==> config.mk <==
export PLATFORM = sky130hd
export DESIGN_NAME = sprite_scanline_cull
export DESIGN_NICKNAME = d
export VERILOG_FILES = /design/src/hdl/scc_pkg.sv /design/src/hdl/scc_store.sv /design/src/hdl/scc_eval.sv /design/src/hdl/sprite_scanline_cull.sv
export SDC_FILE = /design/constraint.sdc
export NUM_CORES = 2
export LEC_CHECK = 0
export BUFFER_PORTS_ARGS = -buffer_cell sky130_fd_sc_hd__buf_2
export CORE_UTILIZATION = 40
export CTS_BUF_LIST = sky130_fd_sc_hd__clkbuf_4
export DETAILED_ROUTE_END_ITERATION = 12
export GPL_ROUTABILITY_DRIVEN = 0
export HOLD_SLACK_MARGIN = 0.06
export PLACE_DENSITY = 0.52
export SLEW_MARGIN = 25
export SYNTH_ARGS = -nofsm -noshare
export SYNTH_HDL_FRONTEND = slang
export SYNTH_HIERARCHICAL = 1
export SYNTH_MEMORY_MAX_BITS = 65536
export SYNTH_SLANG_ARGS = --single-unit
==> constraint.sdc <==
create_clock -name clk -period 5.2 [get_ports clk]
set_clock_uncertainty 0.15 [all_clocks]
set_input_delay 0.52 -clock clk [delete_from_list [all_inputs] [get_ports clk]]
set_output_delay 0.52 -clock clk [all_outputs]
set_load 0.05 [all_outputs]
==> src/hdl/scc_pkg.sv <==
package scc_pkg;

  // Item kinds carried on s_tuser.
  localparam logic ACT_WRITE = 1'b0;
  localparam logic ACT_SCAN  = 1'b1;

  // Configuration register indexes.
  localparam logic CFG_VIEW_WIDTH  = 1'b0;
  localparam logic CFG_VIEW_HEIGHT = 1'b1;

  localparam logic [8:0] VIEW_WIDTH_RESET  = 9'd240;
  localparam logic [7:0] VIEW_HEIGHT_RESET = 8'd160;

  localparam int unsigned HALF_BITS = 64;
  localparam int unsigned COUNT_W   = 8;

  localparam logic [7:0] Y_WRAP_AT = 8'd160;
  localparam logic [2:0] SHAPE_BAD = 3'd3;

  typedef enum logic [1:0] {
    ST_IDLE,
    ST_WAIT,
    ST_RUN,
    ST_LAST
  } scan_state_t;

  // Box width indexed by shape*4+size.
  function automatic logic [6:0] box_width(input logic [3:0] idx);
    logic [6:0] w;
    case (idx)
      4'd0:    w = 7'd8;
      4'd1:    w = 7'd16;
      4'd2:    w = 7'd32;
      4'd3:    w = 7'd64;
      4'd4:    w = 7'd16;
      4'd5:    w = 7'd32;
      4'd6:    w = 7'd32;
      4'd7:    w = 7'd64;
      4'd8:    w = 7'd8;
      4'd9:    w = 7'd8;
      4'd10:   w = 7'd16;
      4'd11:   w = 7'd32;
      default: w = 7'd0;
    endcase
    return w;
  endfunction

  // Box height indexed by shape*4+size.
  function automatic logic [6:0] box_height(input logic [3:0] idx);
    logic [6:0] h;
    case (idx)
      4'd0:    h = 7'd8;
      4'd1:    h = 7'd16;
      4'd2:    h = 7'd32;
      4'd3:    h = 7'd64;
      4'd4:    h = 7'd8;
      4'd5:    h = 7'd8;
      4'd6:    h = 7'd16;
      4'd7:    h = 7'd32;
      4'd8:    h = 7'd16;
      4'd9:    h = 7'd32;
      4'd10:   h = 7'd32;
      4'd11:   h = 7'd64;
      default: h = 7'd0;
    endcase
    return h;
  endfunction

endpackage

==> src/hdl/scc_store.sv <==
module scc_store #(
  parameter int DEPTH = 128,
  parameter int IDX_W = 7
) (
  input  logic             clk,
  input  logic             rst,
  input  logic             wr_en,
  input  logic [IDX_W-1:0] wr_addr,
  input  logic [31:0]      wr_data,
  input  logic             rd_en,
  input  logic [IDX_W-1:0] rd_addr,
  output logic [31:0]      rd_data
);

  logic [31:0]      mem [DEPTH];
  logic [DEPTH-1:0] written;
  logic [31:0]      rd_word;
  logic             rd_written;

  always_ff @(posedge clk) begin
    if (wr_en) begin
      mem[wr_addr] <= wr_data;
    end
    if (rd_en) begin
      rd_word <= mem[rd_addr];
    end
  end

  // An entry that was never written since reset reads as all zeros.
  always_ff @(posedge clk) begin
    if (rst) begin
      written    <= '0;
      rd_written <= 1'b0;
    end else begin
      if (wr_en) begin
        written[wr_addr] <= 1'b1;
      end
      if (rd_en) begin
        rd_written <= written[rd_addr];
      end
    end
  end

  assign rd_data = rd_written ? rd_word : 32'd0;

endmodule

==> src/hdl/scc_eval.sv <==
module scc_eval (
  input  logic [31:0] word,
  input  logic [7:0]  line,
  input  logic [8:0]  view_width,
  output logic        visible
);

  logic [15:0]        a0;
  logic [15:0]        a1;
  logic               affine;
  logic               bit9;
  logic [1:0]         shape;
  logic [3:0]         tidx;
  logic [7:0]         w;
  logic [7:0]         h;
  logic signed [10:0] y_s;
  logic signed [10:0] y_end;
  logic signed [10:0] ln_s;
  logic [8:0]         x;
  logic [9:0]         x_end;
  logic               hidden;
  logic               vis_v;
  logic               vis_h;

  always_comb begin
    a0     = word[15:0];
    a1     = word[31:16];
    affine = a0[8];
    bit9   = a0[9];
    shape  = a0[15:14];
    tidx   = {shape, a1[15:14]};
    hidden = (!affine && bit9) || ({1'b0, shape} == scc_pkg::SHAPE_BAD);

    w = {1'b0, scc_pkg::box_width(tidx)};
    h = {1'b0, scc_pkg::box_height(tidx)};
    if (affine && bit9) begin
      w = {w[6:0], 1'b0};
      h = {h[6:0], 1'b0};
    end

    // Y at the wrap point or above stands for Y-256.
    if (a0[7:0] >= scc_pkg::Y_WRAP_AT) begin
      y_s = {3'b111, a0[7:0]};
    end else begin
      y_s = {3'b000, a0[7:0]};
    end
    y_end = y_s + $signed({3'b000, h});
    ln_s  = $signed({3'b000, line});
    vis_v = (ln_s >= y_s) && (ln_s < y_end);

    // An X below the frame width is on screen at once. One at or past it
    // stands for X-512 and shows only if its right edge reaches past zero.
    x     = a1[8:0];
    x_end = {1'b0, x} + {2'b00, w};
    vis_h = (x < view_width) || (x_end > 10'd512);

    visible = !hidden && vis_v && vis_h;
  end

endmodule

==> src/hdl/sprite_scanline_cull.sv <==
// Channel  Dir  Fields (tdata from bit 0 up)                              Side
// s_       in   tdata: entry_index, attr_word0, attr_word1, line, 1 pad   tuser: action
// m_       out  tdata: visible_mask, visible_count                        tuser: half_select
//                                                                          tlast: last
// cfg_     in   cfg_index: register, cfg_data: value (9 bits)
//
// Writes are accepted while the engine is idle, where s_tready stays high, so they can follow
// back to back. A scan holds s_tready low through, per half, a wait state, 64 reads from the
// table memory and a closing state; the upper half's wait state also lasts until the lower
// result drains. Each half waits for an empty output register, so a stalled receiver stretches
// the scan. Reset gives view_width 240, view_height 160, and unwritten entries read as zero
// through per-entry written bits with no clearing pass.
module sprite_scanline_cull #(
  parameter int ENTRY_COUNT = 128
) (
  input  logic        clk,
  input  logic        rst,
  input  logic        s_tvalid,
  output logic        s_tready,
  input  logic [47:0] s_tdata,   // entry_index, attr_word0, attr_word1, line
  input  logic        s_tuser,   // action
  output logic        m_tvalid,
  input  logic        m_tready,
  output logic [71:0] m_tdata,   // visible_mask, visible_count
  output logic        m_tuser,   // half_select
  output logic        m_tlast,
  input  logic        cfg_valid,
  output logic        cfg_ready,
  input  logic        cfg_index,
  input  logic [8:0]  cfg_data
);

  localparam int IDX_W = (ENTRY_COUNT > 1) ? $clog2(ENTRY_COUNT) : 1;
  localparam logic [7:0] ENTRY_LIMIT = 8'(ENTRY_COUNT);

  scc_pkg::scan_state_t state;
  scc_pkg::scan_state_t state_next;

  logic [8:0]  view_width;
  logic [7:0]  view_height;
  logic [6:0]  in_index;
  logic [31:0] in_word;
  logic [7:0]  in_line;
  logic        in_accept;

  logic [7:0]  scan_line;
  logic        line_ok;
  logic [6:0]  cnt;
  logic        in_range;
  logic        rd_en;
  logic        wr_en;
  logic [31:0] rd_data;

  logic        ev_active;
  logic        ev_in_range;
  logic        ev_half;
  logic        eval_hit;
  logic        vis;
  logic [63:0] mask;
  logic [63:0] mask_next;
  logic [7:0]  running;
  logic [7:0]  running_next;

  logic [63:0] out_mask;
  logic [7:0]  out_count;
  logic        out_half;

  assign in_index  = s_tdata[6:0];
  assign in_word   = {s_tdata[38:23], s_tdata[22:7]};
  assign in_line   = s_tdata[46:39];
  assign in_accept = s_tvalid && s_tready;
  assign cfg_ready = 1'b1;

  always_ff @(posedge clk) begin
    if (rst) begin
      view_width  <= scc_pkg::VIEW_WIDTH_RESET;
      view_height <= scc_pkg::VIEW_HEIGHT_RESET;
    end else if (cfg_valid && cfg_ready) begin
      case (cfg_index)
        scc_pkg::CFG_VIEW_WIDTH:  view_width  <= cfg_data;
        scc_pkg::CFG_VIEW_HEIGHT: view_height <= cfg_data[7:0];
        default: ;
      endcase
    end
  end

  // Next state.
  always_comb begin
    state_next = state;
    case (state)
      scc_pkg::ST_IDLE: begin
        if (in_accept && (s_tuser == scc_pkg::ACT_SCAN)) begin
          state_next = scc_pkg::ST_WAIT;
        end
      end
      scc_pkg::ST_WAIT: begin
        if (!m_tvalid) begin
          state_next = scc_pkg::ST_RUN;
        end
      end
      scc_pkg::ST_RUN: begin
        if (cnt[5:0] == 6'h3F) begin
          state_next = scc_pkg::ST_LAST;
        end
      end
      scc_pkg::ST_LAST: begin
        state_next = ev_half ? scc_pkg::ST_IDLE : scc_pkg::ST_WAIT;
      end
      default: state_next = scc_pkg::ST_IDLE;
    endcase
  end

  // State outputs.
  always_comb begin
    s_tready = 1'b0;
    rd_en    = 1'b0;
    case (state)
      scc_pkg::ST_IDLE: s_tready = 1'b1;
      scc_pkg::ST_WAIT: ;
      scc_pkg::ST_RUN:  rd_en    = 1'b1;
      scc_pkg::ST_LAST: ;
      default: ;
    endcase
  end

  always_ff @(posedge clk) begin
    if (rst) begin
      state <= scc_pkg::ST_IDLE;
    end else begin
      state <= state_next;
    end
  end

  assign wr_en    = in_accept && (s_tuser == scc_pkg::ACT_WRITE) &&
                    ({1'b0, in_index} < ENTRY_LIMIT);
  assign in_range = {1'b0, cnt} < ENTRY_LIMIT;

  scc_store #(
    .DEPTH (ENTRY_COUNT),
    .IDX_W (IDX_W)
  ) u_store (
    .clk     (clk),
    .rst     (rst),
    .wr_en   (wr_en),
    .wr_addr (in_index[IDX_W-1:0]),
    .wr_data (in_word),
    .rd_en   (rd_en && in_range),
    .rd_addr (cnt[IDX_W-1:0]),
    .rd_data (rd_data)
  );

  scc_eval u_eval (
    .word       (rd_data),
    .line       (scan_line),
    .view_width (view_width),
    .visible    (eval_hit)
  );

  // Entries past the store and lines past the frame never count.
  assign vis          = ev_in_range && line_ok && eval_hit;
  assign mask_next    = {vis, mask[63:1]};
  assign running_next = running + {7'd0, vis};

  always_ff @(posedge clk) begin
    if (rst) begin
      cnt       <= '0;
      ev_active <= 1'b0;
      running   <= '0;
    end else begin
      ev_active <= rd_en;
      if (in_accept && (s_tuser == scc_pkg::ACT_SCAN)) begin
        cnt     <= '0;
        running <= '0;
      end else begin
        if (rd_en) begin
          cnt <= cnt + 7'd1;
        end
        if (ev_active) begin
          running <= running_next;
        end
      end
    end
  end

  always_ff @(posedge clk) begin
    if (in_accept && (s_tuser == scc_pkg::ACT_SCAN)) begin
      scan_line <= in_line;
      line_ok   <= in_line < view_height;
    end
    if (rd_en) begin
      ev_in_range <= in_range;
      ev_half     <= cnt[6];
    end
    if (ev_active) begin
      mask <= mask_next;
    end
  end

  // Output register; the engine loads it only after it has drained.
  always_ff @(posedge clk) begin
    if (rst) begin
      m_tvalid <= 1'b0;
    end else if (state == scc_pkg::ST_LAST) begin
      m_tvalid <= 1'b1;
    end else if (m_tready) begin
      m_tvalid <= 1'b0;
    end
  end

  always_ff @(posedge clk) begin
    if (state == scc_pkg::ST_LAST) begin
      out_mask  <= mask_next;
      out_count <= running_next;
      out_half  <= ev_half;
    end
  end

  assign m_tdata = {out_count, out_mask};
  assign m_tuser = out_half;
  assign m_tlast = out_half;

  a_push_into_empty: assert property (@(posedge clk) disable iff (rst)
    (state == scc_pkg::ST_LAST) |-> !m_tvalid)
    else $error("result pushed while output register still full");

  a_scan_starts_wait: assert property (@(posedge clk) disable iff (rst)
    (in_accept && (s_tuser == scc_pkg::ACT_SCAN)) |=> (state == scc_pkg::ST_WAIT))
    else $error("scan item did not start the engine");

  a_count_bound: assert property (@(posedge clk) disable iff (rst)
    m_tvalid |-> (out_count <= ENTRY_LIMIT))
    else $error("visible count exceeds the entry count");

  a_last_eval_live: assert property (@(posedge clk) disable iff (rst)
    (state == scc_pkg::ST_LAST) |-> ev_active)
    else $error("half closed without a pending evaluation");

  a_no_read_when_idle: assert property (@(posedge clk) disable iff (rst)
    s_tready |-> !rd_en)
    else $error("memory read while accepting items");

endmodule

==> results.md <==
- Via count: 62,400
- Crit path arrival time: approximately 6.3 ns
- Footprint of the multi-input gates: between 20,000 and 30,000 um^2
- Post-DRT Antenna Nets: 0
- Commonest cells after routing, fill and taps aside: edfxtp_1, clkbuf_4, mux4_2
- Fmax achieved: 0.198 GHz
- Critical Path RT: approximately 6.5 ns
- Largest net degree at the start of global routing: 92
- Filler cell count: 26,100
- Drt wl/cell: 30.4 um
- I/O Pins: around 140
- Clk slew on worst S/H paths: 0.07 ns
- CP Max Fanout: 4
- CTS Root Cell: clkbuf_4
- Syn Inst Count: 5,533
- First-pass GRT wire length: 484 mm
- Cell Pwr Density: 386 nW/um^2
- Critical path's slowest cell: or3_1
- CP Class: flop to flop
- Share of the core filled with cells: 0.470
- Global route total overflow: 0
- Lkg Pwr: 0.0455 uW
- Via-to-Cell Ratio: 5.50
- Starting Density: 0.402
- Fin. Hold Viols: 0
- DR iter-0 viols: between 6,000 and 7,000
- HP Class: input pin to flop
- Final setup violation count: 0
- Yosys warnings: 6
- Peak supply drop: 0.213 mV
- Final net count: approximately 6,700
- Crit path time final: 5.05 ns
- Placeable Area: 312,000 um^2
- Worst path max stage delay: 0.39 ns
- Dpl hpwl: 190 mm
- Total routed wirelength: 345 mm
- Clk sinks: around 3,300
- H-tree depth: 6
- Share of layout cells above drive strength 1: 0.408
- Status: finished, final reports clean
- Skew-Pair Late Insertion Delay: 1.59 ns
- Cell mode on critical path: ha_2
- Std cell rows: approximately 210
- Die area: around 320,000 um^2
- # port buffers: 129
- Max-Slew Margin vs Limit: 0.220
- Clock Path Buffers: 4
- Startpoint types: flop
- Synthesized net count: between 5,000 and 6,000
- Crit end category: flop
- Worst slack, placed: -0.0289 ns
- Avg Inst Size Synth: about 23 um^2
- Fin crit share: 0.972
- Overall routing resource usage: 0.218
- Layout area overhead: 16.7%
- Residual DRC count: 0
- DR pass1 iterations: 5
- Post-route setup TNS: 0 ns
- Post-Syn Area: 126,000 um^2
- Initial antenna violation count: 44
- Max-Cap Viols: 0
- R2R setup slack: 0.15 ns
- CTS tree: built
- Fin. max-slew vios: 0
- Die W: about 560 um
- Die height: 562 um
- Actual slew at the worst max-slew pin: 1.15 ns
- Most common cell after layout, fill and taps aside: edfxtp_1
- Vias in the first global route: 64,900
- Clock buffer count from CTS: 830
- Seq. cell area: roughly 97,000 um^2
- Setup slack after layout: 0.146 ns
-- cell type report --
type / count / share of cell area
inverters: 36 / 0.000922
multi-input cells: 1855 / 0.191
repair buffers: 573 / 0.0383
clock inverters: 205 / 0.00922
diodes: 14 / 0.000239
well taps: 4140 / 0.0353
clock buffers: 1250 / 0.0640
flip-flops and latches: 3278 / 0.661
-- critical path: cells and delay by family, from the launching register on --
kind / cells / cell delay, ns
AO/OA/AOI/OAI: 5 / 0.66
XOR/XNOR: 1 / 0.16
adder cells (fa/ha/maj): 6 / 1.32
buffers and inverters: 2 / 0.14
flip-flops: 1 / 0.38
multiplexers: 1 / 0.06
AND/OR/NAND/NOR: 10 / 2.07
-- path summary, 6_finish.rpt --
path	from	to	depth (start not counted)
setup / recovery	u_store/rd_word[30]	running[6]	25
setup reg to reg	u_store/rd_word[30]	running[6]	25
hold reg to reg	mask[1]	out_mask[0]	0
hold / removal	cfg_data[2]	view_width[2]	5
-- report_power, final --
part	switching, uW	internal, uW	total, uW
sequential	116	29100	29200
clock	10500	11500	22000
combinational	2870	2500	5370
total	13500	43100	56600
-- per-stage QoR --
step                std cells  instance area, um^2  power (uW)  hold WS (ns)
floorplan                5533               126000       33200         0.250
global placement         9703               133000       35000         0.260
detailed placement       9707               134000       35000         0.269
CTS                     11300               146000       57300        0.0728
global route            11300               147000       58800         0.159
finish                  11400               147000       56600         0.274
-- state kept, by name, summed over array words and instances (netlist names) --
signal	flops
u_store/written	128
u_store/mem	2944
cnt	7
out_mask	64
m_tvalid	1
view_width	9
scan_line	8
out_count	8
m_tlast	1
state	2
ev_active	1
u_store/rd_word	23
ev_half	1
line_ok	1
running	8
view_height	8
mask	63
u_store/rd_written	1
-- layer usage --
metal  part of all wire  GRT usage
met1               0.42      0.305
met2               0.48      0.348
met3              0.074     0.0459
met4              0.021     0.0581
met5            0.00033          0
-- timing repair --
| item | 4_1_cts | 5_1_grt |
|---|---|---|
| buffers inserted | 0 | 6 |
| pin swaps | 0 | 8 |
| setup endpoints to repair | 1 | 12 |
| hold buffers | 168 | 0 |
| hold endpoints to repair | 5218 | 0 |
| gates resized for setup | 1 | 28 |
Power figures use the tool's default switching activity.
